## config.mk

```make
export PLATFORM = sky130hd
export DESIGN_NAME = sliding_window_median_top_flat
export DESIGN_NICKNAME = d
export VERILOG_FILES = /design/src/rtl/swm_pkg.sv /design/src/rtl/swm_if.sv /design/src/rtl/sliding_window_median_top.sv /design/src/rtl/swm_ctrl.sv /design/src/rtl/swm_datapath.sv /design/src/flat_wrapper.sv
export SDC_FILE = /design/constraint.sdc
export NUM_CORES = 2
export LEC_CHECK = 0
export BUFFER_PORTS_ARGS = -buffer_cell sky130_fd_sc_hd__buf_2
export CAP_MARGIN = 20
export CORE_ASPECT_RATIO = 1.1
export CORE_UTILIZATION = 55
export DETAILED_ROUTE_END_ITERATION = 12
export GPL_TIMING_DRIVEN = 0
export PLACE_DENSITY = 0.77
export SYNTH_ARGS = -nofsm -noshare
export SYNTH_HDL_FRONTEND = slang
export SYNTH_SLANG_ARGS = --single-unit
```

## constraint.sdc

```tcl
create_clock -name clk -period 9.2 [get_ports clk]
set_clock_uncertainty 0.15 [all_clocks]
set_input_delay 1.84 -clock clk [delete_from_list [all_inputs] [get_ports clk]]
set_output_delay 1.84 -clock clk [all_outputs]
set_load 0.01 [all_outputs]
```

## src/rtl/swm_pkg.sv

```systemverilog
// swm_pkg: shared widths, types and controller/datapath command and status structs
// for the sliding window median filter. No dependencies.
`timescale 1ns / 1ps
`default_nettype none

package swm_pkg;

  localparam int WINDOW_MAX  = 64;
  localparam int SAMPLE_BITS = 16;
  localparam int MED_BITS    = SAMPLE_BITS + 1;
  localparam int ADDR_BITS   = $clog2(WINDOW_MAX);
  localparam int CNT_BITS    = ADDR_BITS + 1;
  localparam int CFG_BITS    = 7;

  typedef logic signed [SAMPLE_BITS-1:0] sample_t;
  typedef logic signed [MED_BITS-1:0]    med_t;
  typedef logic [ADDR_BITS-1:0]          addr_t;
  typedef logic [CNT_BITS-1:0]           cnt_t;
  typedef logic [CFG_BITS-1:0]           cfg_t;

  typedef struct packed {
    logic accept;    // take the input item, update ring and counters
    logic sweep;     // merge pass over the sorted store
    logic finish;    // last write of the merge, swap banks
    logic med_rd_a;  // read upper middle entry
    logic med_rd_b;  // read lower middle entry, capture upper
    logic cap_b;     // capture lower middle entry
    logic load_out;  // load the result register
  } swm_cmd_t;

  typedef struct packed {
    logic sweep_done;
    logic has_result;
    logic out_busy;
  } swm_status_t;

endpackage

`default_nettype wire

```

## src/rtl/swm_if.sv

```systemverilog
// swm_in_if / swm_out_if: valid-ready channels for samples and medians.
// Depends on swm_pkg for payload types.
`timescale 1ns / 1ps
`default_nettype none

interface swm_in_if;
  import swm_pkg::*;
  logic    valid;
  logic    ready;
  sample_t sample;
  logic    restart;

  modport source (output valid, output sample, output restart, input ready);
  modport sink   (input valid, input sample, input restart, output ready);
endinterface

interface swm_out_if;
  import swm_pkg::*;
  logic valid;
  logic ready;
  med_t median_x2;

  modport source (output valid, output median_x2, input ready);
  modport sink   (input valid, input median_x2, output ready);
endinterface

`default_nettype wire

```

## src/rtl/sliding_window_median_top.sv

```systemverilog
// sliding_window_median_top: top level of the running median filter.
// Depends on swm_pkg, swm_if, swm_ctrl and swm_datapath.
//
// usage
// - samples channel (sink): one item carries a signed sample and a restart
//   flag; restart drops all held samples before this one is taken
// - medians channel (source): one item per sample once the window is full,
//   twice the window median (sum of the two middle values for an even window)
// - cfg_wr_en / cfg_wr_data: window_size, written only while idle (unchecked by
//   the block); a write drops all held samples. zero acts as 1, above 64 as 64
// timing
// - one item at a time; a sample takes longer the more samples are held before
//   it, and longer when it gives a result, as only then are the two middle
//   entries read out and the result register loaded
// - the cost per held sample comes from the merge pass, which streams the sorted
//   store through its single registered read port into the other bank
// - a result is loaded after the bank swap and the readout of the two middles
// reset and stall
// - synchronous active-high reset empties the window, window_size is 3
// - the result register holds a median while the receiver stalls; the next
//   sample is still accepted and merged, and waits only to load its result
`timescale 1ns / 1ps
`default_nettype none

module sliding_window_median_top (
  input  wire logic           clk,
  input  wire logic           rst,
  swm_in_if.sink              samples,
  swm_out_if.source           medians,
  input  wire logic           cfg_wr_en,
  input  wire swm_pkg::cfg_t  cfg_wr_data
);
  import swm_pkg::*;

  swm_cmd_t    cmd;
  swm_status_t status;
  logic        out_valid;
  med_t        out_median;

  // sequencer: accept, merge sweep, bank swap, median readout
  swm_ctrl u_ctrl (
    .clk      (clk),
    .rst      (rst),
    .in_valid (samples.valid),
    .in_ready (samples.ready),
    .status   (status),
    .cmd      (cmd)
  );

  // stores, counters and the result register
  swm_datapath u_dp (
    .clk         (clk),
    .rst         (rst),
    .cmd         (cmd),
    .status      (status),
    .sample      (samples.sample),
    .restart     (samples.restart),
    .cfg_wr_en   (cfg_wr_en),
    .cfg_wr_data (cfg_wr_data),
    .out_ready   (medians.ready),
    .out_valid   (out_valid),
    .out_median  (out_median)
  );

  // result register drives the output channel directly
  assign medians.valid     = out_valid;
  assign medians.median_x2 = out_median;

endmodule

`default_nettype wire

```

## src/rtl/swm_ctrl.sv

```systemverilog
// swm_ctrl: sequencing state machine for one item at a time.
// Depends on swm_pkg for the command and status structs.
`timescale 1ns / 1ps
`default_nettype none

module swm_ctrl (
  input  wire logic                 clk,
  input  wire logic                 rst,
  input  wire logic                 in_valid,
  output logic                      in_ready,
  input  wire swm_pkg::swm_status_t status,
  output swm_pkg::swm_cmd_t         cmd
);
  import swm_pkg::*;

  typedef enum logic [2:0] {
    ST_IDLE,
    ST_SWEEP,
    ST_FINISH,
    ST_MED_A,
    ST_MED_B,
    ST_MED_C,
    ST_OUT
  } state_t;

  state_t state;

  always_ff @(posedge clk) begin
    if (rst) begin
      state <= ST_IDLE;
    end else begin
      case (state)
        ST_IDLE: begin
          if (in_valid) state <= ST_SWEEP;
        end
        ST_SWEEP: begin
          if (status.sweep_done) state <= ST_FINISH;
        end
        ST_FINISH: begin
          state <= status.has_result ? ST_MED_A : ST_IDLE;
        end
        ST_MED_A: state <= ST_MED_B;
        ST_MED_B: state <= ST_MED_C;
        ST_MED_C: state <= ST_OUT;
        ST_OUT: begin
          if (!status.out_busy) state <= ST_IDLE;
        end
        default: state <= ST_IDLE;
      endcase
    end
  end

  always_comb begin
    cmd          = '0;
    in_ready     = (state == ST_IDLE);
    cmd.accept   = (state == ST_IDLE) && in_valid;
    cmd.sweep    = (state == ST_SWEEP);
    cmd.finish   = (state == ST_FINISH);
    cmd.med_rd_a = (state == ST_MED_A);
    cmd.med_rd_b = (state == ST_MED_B);
    cmd.cap_b    = (state == ST_MED_C);
    cmd.load_out = (state == ST_OUT) && !status.out_busy;
  end

endmodule

`default_nettype wire

```

## src/rtl/swm_datapath.sv

```systemverilog
// swm_datapath: arrival ring, ping-pong sorted store, merge logic,
// median readout and result register. Depends on swm_pkg.
`timescale 1ns / 1ps
`default_nettype none

module swm_datapath (
  input  wire logic                 clk,
  input  wire logic                 rst,
  input  wire swm_pkg::swm_cmd_t    cmd,
  output swm_pkg::swm_status_t      status,
  input  wire swm_pkg::sample_t     sample,
  input  wire logic                 restart,
  input  wire logic                 cfg_wr_en,
  input  wire swm_pkg::cfg_t        cfg_wr_data,
  input  wire logic                 out_ready,
  output logic                      out_valid,
  output swm_pkg::med_t             out_median
);
  import swm_pkg::*;

  // stores
  sample_t ring  [WINDOW_MAX];
  sample_t bank0 [WINDOW_MAX];
  sample_t bank1 [WINDOW_MAX];

  // control state
  cfg_t  window_size;
  cnt_t  fill_count;
  addr_t oldest_pointer;
  logic  bank;          // bank holding the current sorted window
  logic  has_result;
  logic  drop_pending;
  logic  ins_pending;
  logic  carry_mode;
  logic  rd_valid;
  cnt_t  rd_ptr;
  addr_t wr_ptr;
  cnt_t  n_old;

  // payload
  sample_t sample_r;
  sample_t ring_q;
  sample_t bank0_q;
  sample_t bank1_q;
  sample_t sorted_q;
  sample_t carry;
  sample_t med_a;
  sample_t med_b;

  cnt_t  eff_len;
  cnt_t  half;
  addr_t addr_a;
  addr_t addr_b;
  cnt_t  f_start;
  addr_t op_start;
  logic  full;
  addr_t ring_addr;
  cnt_t  fill_inc;
  cnt_t  op_inc;
  addr_t rd_addr;
  logic  issue;
  logic  wr_en;
  addr_t wr_addr;
  sample_t wr_data;

  // clamp the configured length to 1..WINDOW_MAX
  always_comb begin
    if (window_size == '0) begin
      eff_len = cnt_t'(1);
    end else if (int'(window_size) > WINDOW_MAX) begin
      eff_len = cnt_t'(WINDOW_MAX);
    end else begin
      eff_len = cnt_t'(window_size);
    end
    half   = eff_len >> 1;
    addr_a = half[ADDR_BITS-1:0];
    addr_b = eff_len[0] ? half[ADDR_BITS-1:0] : addr_t'(half - cnt_t'(1));
  end

  // counter view at accept time, after restart and sanity clears
  always_comb begin
    f_start  = restart ? '0 : fill_count;
    op_start = restart ? '0 : oldest_pointer;
    if (f_start > eff_len) begin
      f_start  = '0;
      op_start = '0;
    end
    if (cnt_t'(op_start) >= eff_len) op_start = '0;
    full      = (f_start == eff_len);
    ring_addr = full ? op_start : f_start[ADDR_BITS-1:0];
    fill_inc  = f_start + cnt_t'(1);
    op_inc    = cnt_t'(op_start) + cnt_t'(1);
  end

  // word read back from the bank that holds the current window
  always_comb begin
    sorted_q = bank ? bank1_q : bank0_q;
  end

  // merge step on the word read back from the old bank; read address select
  always_comb begin
    issue   = cmd.sweep && (rd_ptr < n_old);
    wr_en   = 1'b0;
    wr_addr = wr_ptr;
    wr_data = sorted_q;
    if (cmd.sweep && rd_valid) begin
      if (drop_pending && (sorted_q == ring_q)) begin
        wr_en = 1'b0;
      end else if (carry_mode) begin
        wr_en   = 1'b1;
        wr_data = carry;
      end else if (ins_pending && (sample_r < sorted_q)) begin
        wr_en   = 1'b1;
        wr_data = sample_r;
      end else begin
        wr_en   = 1'b1;
        wr_data = sorted_q;
      end
    end else if (cmd.finish) begin
      wr_en   = 1'b1;
      wr_data = carry_mode ? carry : sample_r;
    end
    if (cmd.med_rd_a) begin
      rd_addr = addr_a;
    end else if (cmd.med_rd_b) begin
      rd_addr = addr_b;
    end else begin
      rd_addr = rd_ptr[ADDR_BITS-1:0];
    end
  end

  always_ff @(posedge clk) begin
    if (cmd.accept) begin
      ring[ring_addr] <= sample;
      ring_q          <= ring[ring_addr];
    end
  end

  always_ff @(posedge clk) begin
    if (wr_en && bank) bank0[wr_addr] <= wr_data;
    bank0_q <= bank0[rd_addr];
  end

  always_ff @(posedge clk) begin
    if (wr_en && !bank) bank1[wr_addr] <= wr_data;
    bank1_q <= bank1[rd_addr];
  end

  always_ff @(posedge clk) begin
    if (rst) begin
      window_size    <= cfg_t'(3);
      fill_count     <= '0;
      oldest_pointer <= '0;
      bank           <= 1'b0;
      has_result     <= 1'b0;
      drop_pending   <= 1'b0;
      ins_pending    <= 1'b0;
      carry_mode     <= 1'b0;
      rd_valid       <= 1'b0;
      rd_ptr         <= '0;
      wr_ptr         <= '0;
      n_old          <= '0;
      out_valid      <= 1'b0;
    end else begin
      if (cfg_wr_en) begin
        window_size    <= cfg_wr_data;
        fill_count     <= '0;
        oldest_pointer <= '0;
      end
      if (cmd.accept) begin
        sample_r     <= sample;
        drop_pending <= full;
        ins_pending  <= 1'b1;
        carry_mode   <= 1'b0;
        rd_valid     <= 1'b0;
        rd_ptr       <= '0;
        wr_ptr       <= '0;
        n_old        <= full ? eff_len : f_start;
        if (full) begin
          fill_count     <= eff_len;
          oldest_pointer <= (op_inc >= eff_len) ? '0 : op_inc[ADDR_BITS-1:0];
          has_result     <= 1'b1;
        end else begin
          fill_count     <= fill_inc;
          oldest_pointer <= (fill_inc == eff_len) ? '0 : op_start;
          has_result     <= (fill_inc == eff_len);
        end
      end
      if (cmd.sweep) begin
        rd_valid <= issue;
        if (issue) rd_ptr <= rd_ptr + cnt_t'(1);
        if (rd_valid) begin
          if (drop_pending && (sorted_q == ring_q)) begin
            drop_pending <= 1'b0;
          end else if (carry_mode) begin
            carry <= sorted_q;
          end else if (ins_pending && (sample_r < sorted_q)) begin
            carry       <= sorted_q;
            carry_mode  <= 1'b1;
            ins_pending <= 1'b0;
          end
        end
      end
      if (wr_en) wr_ptr <= wr_ptr + addr_t'(1);
      if (cmd.finish) bank <= ~bank;
      if (cmd.med_rd_b) med_a <= sorted_q;
      if (cmd.cap_b) med_b <= sorted_q;
      if (cmd.load_out) begin
        out_valid  <= 1'b1;
        out_median <= med_t'(med_a) + med_t'(med_b);
      end else if (out_ready) begin
        out_valid <= 1'b0;
      end
    end
  end

  always_comb begin
    status.sweep_done = (rd_ptr == n_old) && !rd_valid;
    status.has_result = has_result;
    status.out_busy   = out_valid && !out_ready;
  end

endmodule

`default_nettype wire

```

## src/flat_wrapper.sv

```systemverilog
// flat-port wrapper written by rule: the top's interface ports become plain ports
module sliding_window_median_top_flat import swm_pkg::*;
  (clk, rst, cfg_wr_en, cfg_wr_data, samples_valid, samples_sample, samples_restart, samples_ready, medians_valid, medians_median_x2, medians_ready);
  swm_in_if samples_i ();
  swm_out_if medians_i ();
  input  wire logic clk;
  input  wire logic rst;
  input  wire logic cfg_wr_en;
  input  wire swm_pkg::cfg_t cfg_wr_data;
  input wire logic [$bits(samples_i.valid)-1:0] samples_valid;
  input wire logic [$bits(samples_i.sample)-1:0] samples_sample;
  input wire logic [$bits(samples_i.restart)-1:0] samples_restart;
  output wire logic [$bits(samples_i.ready)-1:0] samples_ready;
  output wire logic [$bits(medians_i.valid)-1:0] medians_valid;
  output wire logic [$bits(medians_i.median_x2)-1:0] medians_median_x2;
  input wire logic [$bits(medians_i.ready)-1:0] medians_ready;
  assign samples_i.valid = samples_valid;
  assign samples_i.sample = samples_sample;
  assign samples_i.restart = samples_restart;
  assign samples_ready = samples_i.ready;
  assign medians_valid = medians_i.valid;
  assign medians_median_x2 = medians_i.median_x2;
  assign medians_i.ready = medians_ready;
  sliding_window_median_top u_core (.clk(clk), .rst(rst), .samples(samples_i), .medians(medians_i), .cfg_wr_en(cfg_wr_en), .cfg_wr_data(cfg_wr_data));
endmodule
```

==> impl_metrics.ini <==
[outcome]
status = complete, no violations

[clock_network]
clk_pin_slew_worst_paths_ps = 60
clock_latency_ps = 960
cts_tree = yes
clkSinkCount = 3251
cts_buffers = 321
cts_setup_buffers = 0
htreeDepth = 5
cts_buffer_depth = 4
cts_root_buf = clkbuf_16

[synthesis]
yosys.area.top_type = edfxtp_1
synth_compound_area_frac = 0.0743
ys_ff_latch = 3251
synth_top_family_by_area = multiplexers
synth.area.top_cells = edfxtp_1 (73%), mux4_2 (8.9%), a21oi_1 (2.4%), o21ai_0 (2.1%), nand3_1 (2.1%)
synth_cell_types = 82
synth_area_per_cell_um2 = 16.7
synth.cell_area_mm2 = 0.130
syn_inst = 7744
yosys_warnings = 0
ys_seq_area_frac = 0.747
muxShareOfSynthArea = 0.0914
async_flop_share = 0
synth-simple-area-share = 0.0585
synthAdderAreaFrac = 0.00623
synth_common_cells = edfxtp_1 (3169), a21oi_1 (622), o21ai_0 (544)
synthFlopType = edfxtp_1
yosysMostFrequentCell = edfxtp_1
synth_edf_count = 3169
synth_fp_nets = 7837
synth-xor-area-share = 0.00311
yosysTopAreaCellShare = 0.734

[floorplanning]
fp.coreArea_mm2 = 0.234
rows = 186
dieArea_mm2 = 0.238
ios = 48
initial_core_util = 0.554
die_h_um = 511
die_x_um = 465

[min_path]
hp-class = register to register
hold_path_depth = 2
hp-start = u_core.u_dp.n_old[4]
min_to = u_core.u_dp.n_old[4]

[final_layout]
utilization = 0.629
drive_gt1_frac = 0.175
fill_cells = 15600
syn2layout_area_growth_pct = 13.5
final_design_area_no_fill_mm2 = 0.147
nNetsFinal = 8410

[sta]
fmax_ghz = 0.110
slew_violations = 0
setup_viol = 0
rsz0062_at_grt = false
post-route-min-period_ps = 9100
layout_worst_path_cycle_share = 0.989
tightestPinTransition_ps = 1280
maxSlewHeadroom = 0.142
fin_ws_ps = 99.2
hold_viol = 0

[placement]
port_buffers = 45
placed_area_mm2 = 0.137
gp_congestion = 1.02
pre_cts_ws_ps = -407
dp_hpwl_mm = 256

[routing]
drc_errors = 0
drt_iter0_drc = 13900
wl_per_cell_um = 33.4
vias_per_cell = 6.91
dr.pass1.iters = 10
routed_wl_mm = 389
vias = 80500
final_antenna_net_count = 0

[setup_path]
rr_worst_depth = 25
critPathArrivalTime_ps = 9550
worstSetupPathType = input pin to register
path_max_fanout = 10
r2r_end = u_core.u_dp.ring_q[10]
slowest_stage = nor4_1
path_common_cell = clkbuf_1
required_ps = 9650
reg2reg_from = u_core.u_dp.window_size[5]
endpoint_kind = register
slowest_delay_ps = 840
critical_path.startpoint_type = input pin
rrSetupSlack_ps = 310

[global_routing]
antenna_found_initial = 20
grt.overflow.total = 0
grt_pass1_wl_mm = 546
grt_max_degree = 89
grtUsageTotal = 0.323
grt_pass1_vias = 77700

[power_and_ir_drop]
ir_drop_v = 0.000200
pwr-share-clk = 0.346
intPower_mw = 26.7
power.share.sequential = 0.495
pwr_density_cell_mw_per_mm2 = 247
combPwrFrac = 0.159
power.leakage_nw = 47.2
swShare = 0.267
p_switching_mw = 9.69

[job]
maxCapViolCount = 0
logic make-up after synthesis:
| family | count (synthesis) |
|---|---|
| muxes | 542 |
| DFF | 3251 |
| buffers and inverters | 639 |
| xor gates and xnor gates | 46 |
| adders and majority gates | 64 |
| and+or+nand+nor | 1553 |
| AOI/OAI and AO/OA | 1649 |
flip-flops by register name (all words and copies together) (netlist names), 17 cells and up:
signal / cells
u_core.u_dp.bank0: 1024
u_core.u_dp.bank1: 1024
u_core.u_dp.ring: 1024
u_core.u_dp.out_median: 17
worst max-delay path by stage:
stage / endpoint / slack, ps / start
after floorplan: u_core.u_dp.bank0[0][0] / 1570 / u_core.u_dp.bank
after global placement: u_core.u_dp.bank1[58][5] / -5140 / u_core.u_dp.bank
after detailed placement: u_core.u_dp.ring_q[13] / -410 / samples_restart
after CTS: u_core.u_dp.ring_q[13] / 540 / samples_restart
after global routing: u_core.u_dp.ring_q[12] / 6 / samples_restart
final: u_core.u_dp.ring_q[10] / 100 / samples_restart
cell type report:
type / instances / area, um^2 / area share
antenna: 10 / 25.0 / 0.000170
buffer: 581 / 2370 / 0.0161
clock buffer: 377 / 8390 / 0.0570
clock inverter: 171 / 1400 / 0.00951
inverter: 58 / 218 / 0.00148
multi-input combinational: 3854 / 30900 / 0.210
sequential: 3251 / 96800 / 0.658
tap: 3102 / 3880 / 0.0264
timing repair buffer: 250 / 3250 / 0.0221
repair_timing:
| item | CTS | global route |
|---|---|---|
| hold buffers | 0 | 0 |
| endpoints found under the setup margin | 0 | 6 |
| resized for setup | 0 | 8 |
routing by layer:
layer / vias to the layer above / share of wire / GRT usage / wire (um)
met5: - / 0.00017 / 0 / 68
met4: 12 / 0.062 / 0.169 / 23900
met3: 1192 / 0.14 / 0.0947 / 54300
met2: 6717 / 0.45 / 0.483 / 176000
met1: 40400 / 0.35 / 0.430 / 134000
li1: 32200 / - / - / -
metrics by stage:
stage               hold WS, ps  instances  power, mW  setup TNS [ps]
floorplan                   267       7744       21.2               0
global placement            290      10900       23.7        -5133810
detailed placement          304      11100       23.9          -38830
CTS                         315      11600       36.1               0
global route                333      11700       37.0               0
finish                      316      11700       36.3               0
power groups by stage:
stage | Sequential [mW] | Combinational [mW] | Clock [mW]
2_1_floorplan | 18.5 | 2.65 | 0
3_3_place_gp | 18.9 | 4.75 | 0
3_5_place_dp | 18.3 | 5.56 | 0
4_1_cts | 18.0 | 5.60 | 12.5
5_1_grt | 18.0 | 5.91 | 13.1
6_report | 18.0 | 5.77 | 12.6
layout by cell type, fill, tap and decap left out, types with 23 or more instances in the layout:
| cell | count |
|---|---|
| edfxtp_1 | 3169 |
| a21oi_1 | 614 |
| o21ai_0 | 544 |
| nand3_1 | 534 |
| mux4_2 | 512 |
| clkbuf_1 | 442 |
| nand2_1 | 345 |
| clkbuf_16 | 327 |
| a211oi_1 | 166 |
| nor2_2 | 147 |
| and2_1 | 134 |
| buf_2 | 132 |
| nor4_1 | 131 |
| nor2_1 | 105 |
| clkinv_1 | 82 |
| dfxtp_1 | 82 |
| buf_8 | 80 |
| buf_1 | 78 |
| a31oi_1 | 73 |
| a311oi_1 | 68 |
| buf_4 | 65 |
| ha_1 | 63 |
| o22a_1 | 61 |
| inv_1 | 54 |
| xnor2_1 | 41 |
| clkinv_2 | 40 |
| buf_12 | 31 |
| mux2i_1 | 25 |
| nand4_1 | 24 |
| buf_6 | 23 |
critical path, delay by kind of cell:
kind,cells,cell delay [ps]
buf+inv,8,2500
simple gates,7,2280
fa+ha+maj,2,550
compound gates,9,2360
(Power assumes the default switching activity.)
